==> config.mk <==
export PLATFORM = sky130hd
export DESIGN_NAME = texture_page_rect_blit
export DESIGN_NICKNAME = d
export VERILOG_FILES = /design/src/hw/rtl/tprb_pkg.sv /design/src/hw/rtl/tprb_core.sv /design/src/hw/rtl/texture_page_rect_blit.sv
export VERILOG_INCLUDE_DIRS = /design/src /design/src/hw/rtl
export SDC_FILE = /design/constraint.sdc
export NUM_CORES = 1
export LEC_CHECK = 0
export ABC_AREA = 1
export BUFFER_PORTS_ARGS = -buffer_cell sky130_fd_sc_hd__buf_2
export CELL_PAD_IN_SITES_DETAIL_PLACEMENT = 0
export CELL_PAD_IN_SITES_GLOBAL_PLACEMENT = 2
export CORE_MARGIN = 2
export CORE_UTILIZATION = 33
export CTS_BUF_LIST = sky130_fd_sc_hd__clkbuf_4
export DETAILED_ROUTE_END_ITERATION = 8
export PLACE_DENSITY_LB_ADDON = 0.1
export SLEW_MARGIN = 20
export SYNTH_ARGS = -nofsm -noshare
export SYNTH_HDL_FRONTEND = slang
export SYNTH_HIERARCHICAL = 1
export SYNTH_SLANG_ARGS = --single-unit
==> constraint.sdc <==
create_clock -name i_clk -period 2.4 [get_ports i_clk]
set_input_delay 0.72 -clock i_clk [delete_from_list [all_inputs] [get_ports i_clk]]
set_output_delay 0.72 -clock i_clk [all_outputs]
set_load 0.03 [all_outputs]
==> src/hw/rtl/texture_page_rect_blit_assert.svh <==
// Assertion macros for the blit RTL.
// Each macro expects i_clk and i_rst_n in scope and is disabled during reset.
`ifndef TEXTURE_PAGE_RECT_BLIT_ASSERT_SVH
`define TEXTURE_PAGE_RECT_BLIT_ASSERT_SVH

// Same-cycle implication
`define TPRB_ASSERT_NOW(lbl, ante, cons, msg) \
    lbl: assert property (@(posedge i_clk) disable iff (!i_rst_n) (ante) |-> (cons)) \
        else $error(msg);

// Next-cycle implication
`define TPRB_ASSERT_NEXT(lbl, ante, cons, msg) \
    lbl: assert property (@(posedge i_clk) disable iff (!i_rst_n) (ante) |=> (cons)) \
        else $error(msg);

`endif

==> src/hw/rtl/tprb_pkg.sv <==
`default_nettype none

package tprb_pkg;

    // Fixed field widths
    localparam int ADDR_W   = 20;
    localparam int PIX_W    = 16;
    localparam int PAGE_W   = 4;
    localparam int COORD_W  = 8;
    localparam int DIM_W    = 9;
    localparam int DIRTY_W  = 16;
    localparam int PAGE_CODES = 1 << PAGE_W;

    // Bus widths, padded to whole bytes
    localparam int S_TDATA_W = 56;
    localparam int M_TDATA_W = 56;

    // Default geometry
    localparam int TPRB_PAGE_COUNT = 16;
    localparam int TPRB_PAGE_SIDE  = 256;

    typedef enum logic {
        REQ_START = 1'b0,
        REQ_PIXEL = 1'b1
    } t_req;

    // One input item held in the input register
    typedef struct packed {
        t_req               req_type;
        logic [PAGE_W-1:0]  page_index;
        logic [COORD_W-1:0] start_x;
        logic [COORD_W-1:0] start_y;
        logic [DIM_W-1:0]   rect_width;
        logic [DIM_W-1:0]   rect_height;
        logic [PIX_W-1:0]   source_pixel;
    } t_item;

    // Input-register status handed to the core
    typedef struct packed {
        logic valid;
        logic advance;
    } t_stage_ctl;

    // One write produced by the core
    typedef struct packed {
        logic [ADDR_W-1:0]  write_address;
        logic [PIX_W-1:0]   write_pixel;
        logic               last_pixel;
        logic [DIRTY_W-1:0] dirty_pages;
    } t_result;

    // 555 to 565: shift red and green up one, duplicate green's low bit
    function automatic logic [PIX_W-1:0] rgb555_to_565(input logic [PIX_W-1:0] p);
        rgb555_to_565 = {p[14:5], p[5:0]};
    endfunction

endpackage

`default_nettype wire

==> src/hw/rtl/tprb_core.sv <==
`default_nettype none

module tprb_core
    import tprb_pkg::*;
#(
    parameter int PAGE_COUNT = TPRB_PAGE_COUNT,
    parameter int PAGE_SIDE  = TPRB_PAGE_SIDE
) (
    input  wire logic       i_clk,
    input  wire logic       i_rst_n,
    input  wire logic       i_convert_to_565,
    input  wire t_stage_ctl i_ctl,
    input  wire t_item      i_item,
    output logic            o_produce,
    output t_result         o_result
);

    localparam int PAGE_AREA = PAGE_SIDE * PAGE_SIDE;
    localparam logic [ADDR_W-1:0] AREA_MOD = ADDR_W'(PAGE_AREA % (1 << ADDR_W));
    localparam logic [ADDR_W-1:0] ROW_STEP = ADDR_W'(PAGE_SIDE);

    // Blit state
    logic [DIRTY_W-1:0] r_dirty,     n_dirty;
    logic [ADDR_W-1:0]  r_row_base,  n_row_base;
    logic [DIM_W-1:0]   r_col_count, n_col_count;
    logic [DIM_W-1:0]   r_rows_left, n_rows_left;
    logic [DIM_W-1:0]   r_width,     n_width;
    logic               r_active,    n_active;
    logic               r_mode,      n_mode;

    logic [PAGE_W-1:0]  page_lut [PAGE_CODES];
    logic [PAGE_W-1:0]  page;
    logic [ADDR_W-1:0]  start_base;
    logic [DIM_W-1:0]   col_inc;
    logic [DIM_W-1:0]   rows_dec;
    logic               is_start;
    logic               is_pixel;

    // Page index reduced modulo the page count
    for (genvar g = 0; g < PAGE_CODES; g++) begin : g_page_lut
        assign page_lut[g] = PAGE_W'(g % PAGE_COUNT);
    end

    assign page       = page_lut[i_item.page_index];
    assign start_base = AREA_MOD * ADDR_W'(page)
                      + ROW_STEP * ADDR_W'(i_item.start_y)
                      + ADDR_W'(i_item.start_x);
    assign is_start   = i_ctl.valid && (i_item.req_type == REQ_START);
    assign is_pixel   = i_ctl.valid && (i_item.req_type == REQ_PIXEL);
    assign col_inc    = r_col_count + DIM_W'(1);
    assign rows_dec   = r_rows_left - DIM_W'(1);

    // Pixel writes only while a rectangle is armed
    assign o_produce = is_pixel && r_active;

    // Next state and result
    always_comb begin
        n_dirty     = r_dirty;
        n_row_base  = r_row_base;
        n_col_count = r_col_count;
        n_rows_left = r_rows_left;
        n_width     = r_width;
        n_active    = r_active;
        n_mode      = r_mode;

        o_result.write_address = r_row_base + ADDR_W'(r_col_count);
        o_result.write_pixel   = r_mode ? rgb555_to_565(i_item.source_pixel)
                                        : i_item.source_pixel;
        o_result.last_pixel    = 1'b0;
        o_result.dirty_pages   = r_dirty;

        if (col_inc == r_width && rows_dec == '0) begin
            o_result.last_pixel = 1'b1;
        end

        if (i_ctl.advance && is_start) begin
            n_dirty     = r_dirty | (DIRTY_W'(1) << page);
            n_row_base  = start_base;
            n_col_count = '0;
            n_width     = i_item.rect_width;
            n_rows_left = i_item.rect_height;
            n_mode      = i_convert_to_565;
            n_active    = (i_item.rect_width != '0) && (i_item.rect_height != '0);
        end else if (i_ctl.advance && o_produce) begin
            if (col_inc == r_width) begin
                n_col_count = '0;
                n_row_base  = r_row_base + ROW_STEP;
                n_rows_left = rows_dec;
                if (rows_dec == '0) begin
                    n_active = 1'b0;
                end
            end else begin
                n_col_count = col_inc;
            end
        end
    end

    // Hold state
    always_ff @(posedge i_clk) begin
        if (!i_rst_n) begin
            r_dirty     <= '0;
            r_row_base  <= '0;
            r_col_count <= '0;
            r_rows_left <= '0;
            r_width     <= '0;
            r_active    <= 1'b0;
            r_mode      <= 1'b0;
        end else begin
            r_dirty     <= n_dirty;
            r_row_base  <= n_row_base;
            r_col_count <= n_col_count;
            r_rows_left <= n_rows_left;
            r_width     <= n_width;
            r_active    <= n_active;
            r_mode      <= n_mode;
        end
    end

`include "texture_page_rect_blit_assert.svh"

    // The final write of a rectangle disarms the blit
    `TPRB_ASSERT_NEXT(a_last_disarms, i_ctl.advance && o_produce && o_result.last_pixel, !r_active, "blit still active after last write")

    // Dirty flags only ever get set
    `TPRB_ASSERT_NEXT(a_dirty_sticky, 1'b1, (r_dirty & $past(r_dirty)) == $past(r_dirty), "dirty flag cleared")

    // An armed blit always has rows and a width
    `TPRB_ASSERT_NOW(a_active_dims, r_active, (r_width != '0) && (r_rows_left != '0), "active blit with empty dimensions")

    // No page beyond the page count is ever marked
    `TPRB_ASSERT_NOW(a_dirty_range, 1'b1, (32'(r_dirty) >> PAGE_COUNT) == '0, "dirty flag beyond page count")

endmodule

`default_nettype wire

==> src/hw/rtl/texture_page_rect_blit.sv <==
// Rectangle blit into a paged texture buffer, sixteen pages by default.
// Slave stream: tuser = req_type (0 start, 1 pixel); tdata carries the start
// fields and the source pixel. A start transfer picks the page, places the
// rectangle and marks the page dirty; it returns nothing. Each following pixel
// transfer returns one write on the master stream, tlast on the final write
// of the rectangle. Pixels with no armed rectangle are dropped.
// Config channel: one bit, 1 converts RGB555 to RGB565; it is sampled by each
// start transfer, so change it only while the block is idle.
// A pixel is held in the input register, then in the output register, which
// drives the master stream. Throughput: one item per clock, set by the single
// input register and the single output register, with no stalls of its own.
// When the receiver stalls the output register holds and the input register
// keeps taking items until it is full; tready then drops on the slave side.
// Reset (synchronous, active low) clears the dirty flags, disarms any blit,
// empties both registers and sets the conversion mode to copy.
`default_nettype none

module texture_page_rect_blit
    import tprb_pkg::*;
#(
    parameter int PAGE_COUNT = TPRB_PAGE_COUNT,
    parameter int PAGE_SIDE  = TPRB_PAGE_SIDE
) (
    input  wire logic                 i_clk,
    input  wire logic                 i_rst_n,
    // Config write
    input  wire logic                 i_cfg_valid,
    output logic                      o_cfg_ready,
    input  wire logic [0:0]           i_cfg_data,     // convert_to_565
    // Slave stream
    input  wire logic                 i_s_tvalid,
    output logic                      o_s_tready,
    // page_index[3:0], start_x[11:4], start_y[19:12], rect_width[28:20],
    // rect_height[37:29], source_pixel[53:38], zero pad[55:54]
    input  wire logic [S_TDATA_W-1:0] i_s_tdata,
    input  wire logic [0:0]           i_s_tuser,      // req_type
    // Master stream
    output logic                      o_m_tvalid,
    input  wire logic                 i_m_tready,
    // write_address[19:0], write_pixel[35:20], dirty_pages[51:36], zero pad[55:52]
    output logic [M_TDATA_W-1:0]      o_m_tdata,
    output logic                      o_m_tlast       // last_pixel
);

    logic       r_convert;
    logic       r_s_valid;
    t_item      r_s_item;
    logic       r_m_valid;
    t_result    r_m_result;

    t_stage_ctl stage_ctl;
    t_result    core_result;
    logic       core_produce;
    logic       out_free;
    logic       s_accept;

    // Config register always ready
    assign o_cfg_ready = 1'b1;

    always_ff @(posedge i_clk) begin
        if (!i_rst_n) begin
            r_convert <= 1'b0;
        end else if (i_cfg_valid) begin
            r_convert <= i_cfg_data[0];
        end
    end

    // Advance the input register when its item needs no slot or one is free
    assign out_free          = !r_m_valid || i_m_tready;
    assign stage_ctl.valid   = r_s_valid;
    assign stage_ctl.advance = r_s_valid && (!core_produce || out_free);
    assign o_s_tready        = !r_s_valid || stage_ctl.advance;
    assign s_accept          = i_s_tvalid && o_s_tready;

    // Input register
    always_ff @(posedge i_clk) begin
        if (!i_rst_n) begin
            r_s_valid <= 1'b0;
        end else if (s_accept) begin
            r_s_valid <= 1'b1;
        end else if (stage_ctl.advance) begin
            r_s_valid <= 1'b0;
        end
    end

    always_ff @(posedge i_clk) begin
        if (s_accept) begin
            r_s_item.req_type     <= t_req'(i_s_tuser[0]);
            r_s_item.page_index   <= i_s_tdata[3:0];
            r_s_item.start_x      <= i_s_tdata[11:4];
            r_s_item.start_y      <= i_s_tdata[19:12];
            r_s_item.rect_width   <= i_s_tdata[28:20];
            r_s_item.rect_height  <= i_s_tdata[37:29];
            r_s_item.source_pixel <= i_s_tdata[53:38];
        end
    end

    tprb_core #(
        .PAGE_COUNT (PAGE_COUNT),
        .PAGE_SIDE  (PAGE_SIDE)
    ) u_core (
        .i_clk            (i_clk),
        .i_rst_n          (i_rst_n),
        .i_convert_to_565 (r_convert),
        .i_ctl            (stage_ctl),
        .i_item           (r_s_item),
        .o_produce        (core_produce),
        .o_result         (core_result)
    );

    // Output register: load a new write, drop the old one once transferred
    always_ff @(posedge i_clk) begin
        if (!i_rst_n) begin
            r_m_valid <= 1'b0;
        end else if (stage_ctl.advance && core_produce) begin
            r_m_valid <= 1'b1;
        end else if (i_m_tready) begin
            r_m_valid <= 1'b0;
        end
    end

    always_ff @(posedge i_clk) begin
        if (stage_ctl.advance && core_produce) begin
            r_m_result <= core_result;
        end
    end

    assign o_m_tvalid = r_m_valid;
    assign o_m_tlast  = r_m_result.last_pixel;
    assign o_m_tdata  = {4'b0000, r_m_result.dirty_pages, r_m_result.write_pixel,
                         r_m_result.write_address};

endmodule

`default_nettype wire
==> metrics.yaml, run 1 <==
vdd_drop_max_mv: 0.286
drtAntennaViolNets: 0
initial_core_util_pct: 33.6
ios: 123
final_nets: 1011
cts_buffer_depth: 2
arrival_ns: 1.53
drc: 0
avgSynthCellArea_um2: 9.61
core_um2: 22700
leakagePower_nw: 3.93
hold_viol_final: 0
grt_max_degree: 42
crit_required_ns: 1.68
p_per_area_nw_per_um2: 572
seq_area_um2: 4610
worstReg2RegEnd: "u_core/r_row_base[15]"
htree_levels: 4
rsz0062_at_grt: "yes"
cts_sinks: 176
multi_input_area_um2: 2580
syn_area_um2: 7640
drtIter0Drc: 281
holdWs_ns: 0.324
worstPathCellList: "nand2_1 > nor2_2 > buf_6 > nand4_4 > buf_6"
min_to: "r_s_item[11]"
worstSetupPathType: "reg2out"
cp_slowest_cell: "edfxtp_1"
place.gp.congestion: 0.817
grt_overflow: 0
pwr-share-comb_pct: 5.0
reg2reg_slack_ns: 0.22
status: "finished, final reports clean"
skew_ns: 0.0223
ys_seq_area_share_pct: 60.3
whs_path_depth: 1
die_h_um: 156
maxCapViolCount: 0
die_w_um: 156
final_util_pct: 39.9
clk_latency_ns: 0.55
grt_antenna_before_repair: 2
maxSlewHeadroom_pct: 56.2
p_seq_share_pct: 63.9
power_mw: 5.18
r2r_start: "u_core/r_col_count[1]"
wl_um: 17100
vias: 5581
synth_cells: 795
grt_first_pass_wirelength_um: 27500
internal_power_mw: 3.85
yosysUniqueCellTypes: 37
clk_pin_slew_ns: 0.17
hold_class: "in2reg"
final_max_slew_viol_count: 0
clkPwrFrac_pct: 31.2
root_buffer: "clkbuf_4"
p_sw_share_pct: 25.7
startpoint_type: "flop"
yosys_warnings: 6
reg2reg_depth: 14
ys_seq_elements: 176
grt_use_total_pct: 14.5
dieArea_um2: 24400
num_rows: 55
grt_pass1_vias: 5459
most-common-layout-cells: "nand2_1, buf_2, edfxtp_1"
critical_path.max_stage_delay_ns: 0.39
drt-wirelength-per-cell_um: 13.9
syn2layout_area_growth_pct: 18.5
timing.critical_path.mode_cell: "buf_6"
fmax_ghz: 0.444
setup_viol: 0
port_buffers: 115
avgViaCountPerCell: 4.53
dp_hpwl_um: 12400
fin_crit_ns: 2.25
min_period_over_period_pct: 93.8
tritoncts: "done"
cts_buffers: 17
drive_above_1_share_pct: 23.5
worst_slew_pin_slew_ns: 0.655
cp_max_fo: 3
final.fill_count: 2287
firstDrtPassIters: 4
cp-end-kind: "output pin"
hp-start: "i_s_tdata[49]"
final_common_cell: "nand2_1"
switchingPower_mw: 1.33
-- synthesized netlist by cell type (all sizes together) --
| master | number | area share, % |
|---|---|---|
| nand2 | 153 | 7.9 |
| nor2 | 122 | 6.5 |
| edfxtp | 108 | 42 |
| inv | 79 | 3.9 |
| dfxtp | 68 | 18 |
| a21oi | 49 | 3.3 |
| nand3 | 47 | 3.1 |
| o21ai | 47 | 3.1 |
| xor2 | 22 | 2.5 |
| buf | 17 | 1.6 |
| clkbuf | 17 | 0.84 |
| nand4 | 16 | 1.4 |
| ha | 13 | 2.1 |
| nor3 | 10 | 0.66 |
| nor4 | 6 | 0.49 |
| xnor2 | 6 | 0.69 |
| nand3b | 4 | 0.39 |
| a31oi | 2 | 0.16 |
| conb | 2 | 0.098 |
| mux2 | 2 | 0.29 |
| o21bai | 2 | 0.25 |
| a21o | 1 | 0.098 |
| clkinv | 1 | 0.049 |
| fa | 1 | 0.26 |
-- flip-flops by register name, summed over array words and instances (netlist names) --
| name | flops |
|---|---|
| o_m_tlast | 1 |
| u_core/r_row_base | 20 |
| r_s_valid | 1 |
| u_core/r_col_count | 9 |
| u_core/r_mode | 1 |
| o_m_tvalid | 1 |
| o_m_tdata | 52 |
| r_s_item | 55 |
| u_core/r_width | 9 |
| u_core/r_dirty | 16 |
| u_core/r_active | 1 |
| r_convert | 1 |
| u_core/r_rows_left | 9 |
-- cell type report --
| cell class | instances | share of cell area (%) |
|---|---|---|
| clock inverters | 14 | 1.60 |
| clock buffers | 18 | 1.49 |
| diodes | 1 | 0.0277 |
| well taps | 285 | 3.94 |
| flip-flops and latches | 176 | 51.0 |
| inverters | 80 | 3.36 |
| repair buffers | 151 | 10.1 |
| multi-input cells | 508 | 28.5 |
-- cells by family after synthesis --
family / count (synthesis) / synth area share (%)
xor gates and xnor gates: 28 / 3.21
muxes: 2 / 0.295
DFF: 176 / 60.3
other: 2 / 0.0983
and+or+nand+nor: 358 / 20.5
buffers and inverters: 114 / 6.34
AOI/OAI and AO/OA: 101 / 6.85
adders and majority gates: 14 / 2.39
-- critical path: cells and delay by family, from the launching register on --
family                 cells  cell delay (ns)
buffers and inverters      2             0.29
DFF                        1             0.39
and+or+nand+nor            3             0.30
-- power groups by stage --
stage / clock (mW) / combinational [mW] / sequential [mW]
after global placement: 0 / 0.254 / 3.38
after global routing: 1.83 / 0.297 / 3.32
after detailed placement: 0 / 0.258 / 3.38
after CTS: 1.71 / 0.262 / 3.31
after floorplan: 0 / 0.167 / 3.37
final: 1.61 / 0.257 / 3.31
-- per-layer routing --
| metal | GRT usage [%] | routed length, um |
|---|---|---|
| met1 | 19.4 | 8370 |
| met4 | 3.49 | 114 |
| met3 | 3.86 | 743 |
| met5 | 0 | 0 |
| met2 | 23.6 | 7860 |
-- repair_timing --
item / 4_1_cts / 5_1_grt
buffers inserted: 1 / 2
resized for setup: 4 / 10
hold buffers: 0 / 0
pin swaps: 0 / 3
setup endpoints to repair: 1 / 23
-- metrics by stage --
stage / area (um^2) / worst slack, ns / cells / setup TNS [ns]
2_1_floorplan: 7660 / 0.0169 / 798 / 0
3_3_place_gp: 8710 / 0.00229 / 1197 / 0
3_5_place_dp: 8710 / -0.0847 / 1197 / -0.783
4_1_cts: 9010 / 0.0268 / 1230 / 0
5_1_grt: 9050 / -0.0276 / 1233 / -0.0409
6_report: 9050 / 0.148 / 1233 / 0
-- worst max path at each step --
stage                               start                     to  slack (ns)  cells past startpoint
floorplan                      i_m_tready           o_m_tdata[0]        0.02                      4
global placement               i_m_tready  u_core/r_row_base[19]       0.002                     12
finish                       r_s_item[54]             o_s_tready        0.15                      5
global route        u_core/r_col_count[1]  u_core/r_rows_left[8]       -0.03                     13
detailed placement             i_m_tready  u_core/r_rows_left[7]       -0.08                     12
CTS                          r_s_item[54]             o_s_tready        0.03                      5
Power figures use the tool's default switching activity.
==> inputs of run 2 (changes only) <==
--- a/config.mk
+++ b/config.mk
@@ -15,6 +15,7 @@
 export CTS_BUF_LIST = sky130_fd_sc_hd__clkbuf_4
 export DETAILED_ROUTE_END_ITERATION = 8
 export PLACE_DENSITY_LB_ADDON = 0.1
+export RECOVER_POWER = 100
 export SLEW_MARGIN = 20
 export SYNTH_ARGS = -nofsm -noshare
 export SYNTH_HDL_FRONTEND = slang
==> run 2 against run 1 <==
Critical path depth did not move; largest cell class unchanged; final area shrank 1.5%; setup slack worse by 0.0037 ns; count of clock-buffer cells in the layout stayed put; utilization is 0.60 points lower; clock skew up 0.0013 ns; cell count stayed put.
==> metrics.yaml, run 2 (synthesis results as in run 1) <==
root_buffer: "clkbuf_4"
largest_reg_flops: 55
maxCapViolCount: 0
port_buffers: 115
rsz0062_at_grt: "yes"
die_w_um: 156
power_mw: 5.17
p_per_area_nw_per_um2: 580
htree_levels: 4
die_h_um: 156
firstDrtPassIters: 5
final_max_slew_viol_count: 0
arrival_ns: 1.54
critical_path.max_stage_delay_ns: 0.39
min_period_over_period_pct: 94.0
cts_sinks: 176
clk_latency_ns: 0.56
dp_hpwl_um: 12400
syn2layout_area_growth_pct: 16.7
worstSetupPathType: "reg2out"
cts_buffers: 17
regMostFlops: "r_s_item"
leakagePower_nw: 3.71
grt_use_total_pct: 14.5
maxSlewHeadroom_pct: 31.6
dpl_cell_area_um2: 8710
cp-startpoint: "u_core/r_active"
final_util_pct: 39.3
status: "finished, final reports clean"
timing.critical_path.mode_cell: "buf_6"
fin_area_um2: 8910
startpoint_type: "flop"
hp-start: "i_s_tdata[49]"
cts_hold_buf: 0
initial_core_util_pct: 33.6
vdd_drop_max_mv: 0.287
finalSetupTns_ns: 0
drtAntennaViolNets: 0
final_common_cell: "nand2_1"
cp-end-kind: "output pin"
grt_antenna_before_repair: 2
clk_pin_slew_ns: 0.17
hold_viol_final: 0
worstPathCellList: "nand2_1 > nor2_2 > buf_6 > nand4_4 > buf_6"
avgViaCountPerCell: 4.55
crit_required_ns: 1.68
place.gp.congestion: 0.817
cp_max_fo: 3
cp.buffers_inverters: 2
drtIter0Drc: 293
worst_slew_pin_slew_ns: 1.03
cts_buffer_depth: 2
grt_first_pass_wirelength_um: 27500
vias: 5612
core_um2: 22700
fmax_ghz: 0.443
skew_ns: 0.0235
holdWs_ns: 0.320
fin_crit_ns: 2.26
dieArea_um2: 24400
most-common-layout-cells: "nand2_1, edfxtp_1, nor2_1"
grt_max_degree: 42
setup_viol: 0
wl_um: 17100
drive_above_1_share_pct: 16.9
cp_top_family: "flip-flops"
drc: 0
final_nets: 1011
ios: 123
hold_class: "in2reg"
grt_pass1_vias: 5459
cp_slowest_cell: "dfxtp_2"
tritoncts: "done"
grt_overflow: 0
num_rows: 55
drt-wirelength-per-cell_um: 13.9
r2r_start: "u_core/r_col_count[1]"
run 2: stage by stage:
step	setup WS (ns)	instances
floorplan	0.0169	798
global placement	0.00229	1197
detailed placement	-0.0847	1197
CTS	0.0268	1230
global route	-0.0276	1233
finish	0.144	1233
run 2: metal layers:
layer | global-route usage, % | vias up | share of wire [%] | wire [um]
met4 | 3.49 | 0 | 0.67 | 114
met3 | 3.86 | 4 | 5.4 | 924
met1 | 19.4 | 2557 | 48 | 8210
met2 | 23.6 | 132 | 46 | 7880
li1 | - | 2919 | - | -
met5 | 0 | - | 0 | 0
run 2: timing repair:
action / in CTS / in global routing
endpoints found under the hold margin: 0 / 0
resized for setup: 4 / 10
buffers inserted: 1 / 2
pin swaps: 0 / 3
cloned: 0 / 0
endpoints found under the setup margin: 1 / 23
run 2: final timing paths:
kind | to | slack [ns] | cells past startpoint
setup / recovery | o_s_tready | 0.14 | 5
hold / removal | r_s_item[11] | 0.32 | 1
setup reg to reg | u_core/r_row_base[18] | 0.22 | 14
hold reg to reg | o_m_tdata[23] | 0.44 | 0
run 2: power by group:
part	internal, mW	switching (mW)	total, mW	leakage, nW
Sequential	3.27	0.0370	3.31	1.63
Combinational	0.0934	0.157	0.250	1.93
Clock	0.479	1.13	1.61	0.147
run 2: worst reg2reg max path, cell delays in order, from the launching register on:
cell and delay (ns):
dfxtp_4 0.40, ha_2 0.20, nand2_2 0.15, inv_1 0.07, nand3_1 0.08, nand2_1 0.06, buf_4 0.13, nand3b_1 0.10
nand2_1 0.06, nor2_1 0.14, nand4_1 0.24, buf_4 0.22, nand2_2 0.12, nor2_1 0.06, nor2_1 0.10
run 2: cell type report:
cell class / instances / area (um^2)
antenna: 1 / 2.50
clock buffer: 18 / 135
clock inverter: 14 / 145
fill: 2316 / 13800
inverter: 80 / 302
multi-input combinational: 508 / 2580
sequential: 176 / 4610
tap: 285 / 357
timing repair buffer: 151 / 781
==> inputs of run 3 (changes only) <==
--- a/config.mk
+++ b/config.mk
@@ -16,6 +16,7 @@
 export DETAILED_ROUTE_END_ITERATION = 8
 export PLACE_DENSITY_LB_ADDON = 0.1
 export RECOVER_POWER = 100
+export REMOVE_ABC_BUFFERS = 1
 export SLEW_MARGIN = 20
 export SYNTH_ARGS = -nofsm -noshare
 export SYNTH_HDL_FRONTEND = slang
==> run 3 against run 2 <==
First-iteration DRC count rose by 4.4%; non-clock buffer count fell by 2; utilization fell by 0.066 points; critical path depth did not move; count of clock-buffer cells in the layout rose by 1.
==> metrics.yaml, run 3 (synthesis results as in run 1) <==
worstPathCellList: "nand2_1 > nor2_2 > buf_4 > nand4_4 > buf_6"
vdd_drop_max_mv: 0.305
pre_cts_ws_ns: -0.000825
cp_slowest_cell: "edfxtp_1"
grtUsageMet1_pct: 20.3
cts_sinks: 176
worstReg2RegEnd: "o_m_tdata[14]"
hp-start: "i_s_tdata[50]"
drtAntennaViolNets: 0
htree_levels: 4
cp_max_fo: 3
reg2reg_depth: 9
tritoncts: "done"
arrival_ns: 1.51
most-common-layout-cells: "nand2_1, nor2_1, edfxtp_1"
r2r_start: "u_core/r_col_count[0]"
reg2reg_slack_ns: 0.18
skew_ns: 0.0231
syn2layout_area_growth_pct: 16.5
final.fill_count: 2315
rsz0062_at_grt: "no"
grtUsageMet3_pct: 3.17
final_nets: 1009
fin_cells: 1231
clk_latency_ns: 0.55
num_rows: 55
status: "finished, final reports clean"
regMostFlops: "r_s_item"
avgViaCountPerCell: 4.63
p_per_area_nw_per_um2: 586
grt_antenna_before_repair: 1
leakagePower_nw: 3.70
maxSlewHeadroom_pct: 41.3
firstDrtPassIters: 5
root_buffer: "clkbuf_4"
worst_slew_pin_slew_ns: 0.881
grt_max_degree: 39
cts_buffers: 17
drive_above_1_share_pct: 16.0
hold_class: "in2reg"
grt_overflow: 0
fin_crit_ns: 2.23
clk_pin_slew_ns: 0.16
die_h_um: 156
grt_first_pass_wirelength_um: 28300
endpoint: "o_s_tready"
dp_hpwl_um: 12500
place.gp.congestion: 0.795
core_um2: 22700
drt-wirelength-per-cell_um: 14.3
cp-startpoint: "r_s_item[54]"
port_buffers: 115
initial_core_util_pct: 33.6
vias: 5698
multi_input_area_um2: 2570
grt_use_total_pct: 14.9
gr-usage-met2_pct: 23.8
holdWs_ns: 0.327
cp-end-kind: "output pin"
grt_pass1_vias: 5594
finalSetupTns_ns: 0
setup_viol: 0
final_max_slew_viol_count: 0
wl_um: 17600
maxCapViolCount: 0
ios: 123
worstSetupPathType: "reg2out"
busiest_layer: "met2"
dieArea_um2: 24400
hold_viol_final: 0
die_w_um: 156
startpoint_type: "flop"
crit_required_ns: 1.68
seq_area_um2: 4620
drtIter0Drc: 306
fmax_ghz: 0.448
cts_buffer_depth: 2
largest_reg_flops: 55
drc: 0
min_period_over_period_pct: 93.0
final_common_cell: "nand2_1"
power_mw: 5.21
placed_cells: 1194
critical_path.max_stage_delay_ns: 0.39
finalWorstSetupSlack_ns: 0.168
-- run 3: final cells by class --
class	instances	share of cell area (%)
diodes	1	0.0281
clock buffers	19	1.60
clock inverters	13	1.42
inverters	80	3.37
multi-input cells	508	28.9
flip-flops and latches	176	51.9
well taps	285	4.01
repair buffers	149	8.76
-- run 3: per-layer routing --
| layer | routed length (um) | part of all wire (%) | vias up |
|---|---|---|---|
| li1 | - | - | 2912 |
| met1 | 8690 | 49 | 2622 |
| met4 | 226 | 1.3 | 0 |
| met5 | 0 | 0 | - |
| met2 | 7850 | 45 | 149 |
| met3 | 810 | 4.6 | 15 |
-- run 3: worst min-delay path by stage --
stage | end | depth (start not counted)
after CTS | r_s_item[12] | 1
after global routing | r_s_item[11] | 1
after global placement | o_m_tdata[23] | 0
after floorplan | o_m_tdata[20] | 0
after detailed placement | o_m_tdata[24] | 0
final | r_s_item[12] | 1
-- run 3: worst max-delay path, delay by kind of cell, from the launching register on --
| kind | cells | cell delay [ns] |
|---|---|---|
| and+or+nand+nor | 3 | 0.28 |
| DFF | 1 | 0.39 |
| buffers and inverters | 2 | 0.30 |
-- run 3: what timing repair did --
item	in CTS	in global routing
pin swaps	0	1
resized for setup	1	17
endpoints found under the setup margin	1	29
hold buffers	0	0
buffers inserted	0	4
-- run 3: through the flow --
stage,area [um^2],util (%)
6_report,8900,39.2
5_1_grt,8900,39.2
4_1_cts,8960,39.5
3_5_place_dp,8690,38.3
3_3_place_gp,8690,38.3
2_1_floorplan,7470,-
-- run 3: report_power, final --
group | internal (mW) | switching [mW] | leakage [nW] | total (mW)
combinational | 0.0965 | 0.161 | 1.92 | 0.258
sequential | 3.27 | 0.0389 | 1.63 | 3.31
clock | 0.561 | 1.08 | 0.148 | 1.65
total | 3.93 | 1.28 | 3.70 | 5.21
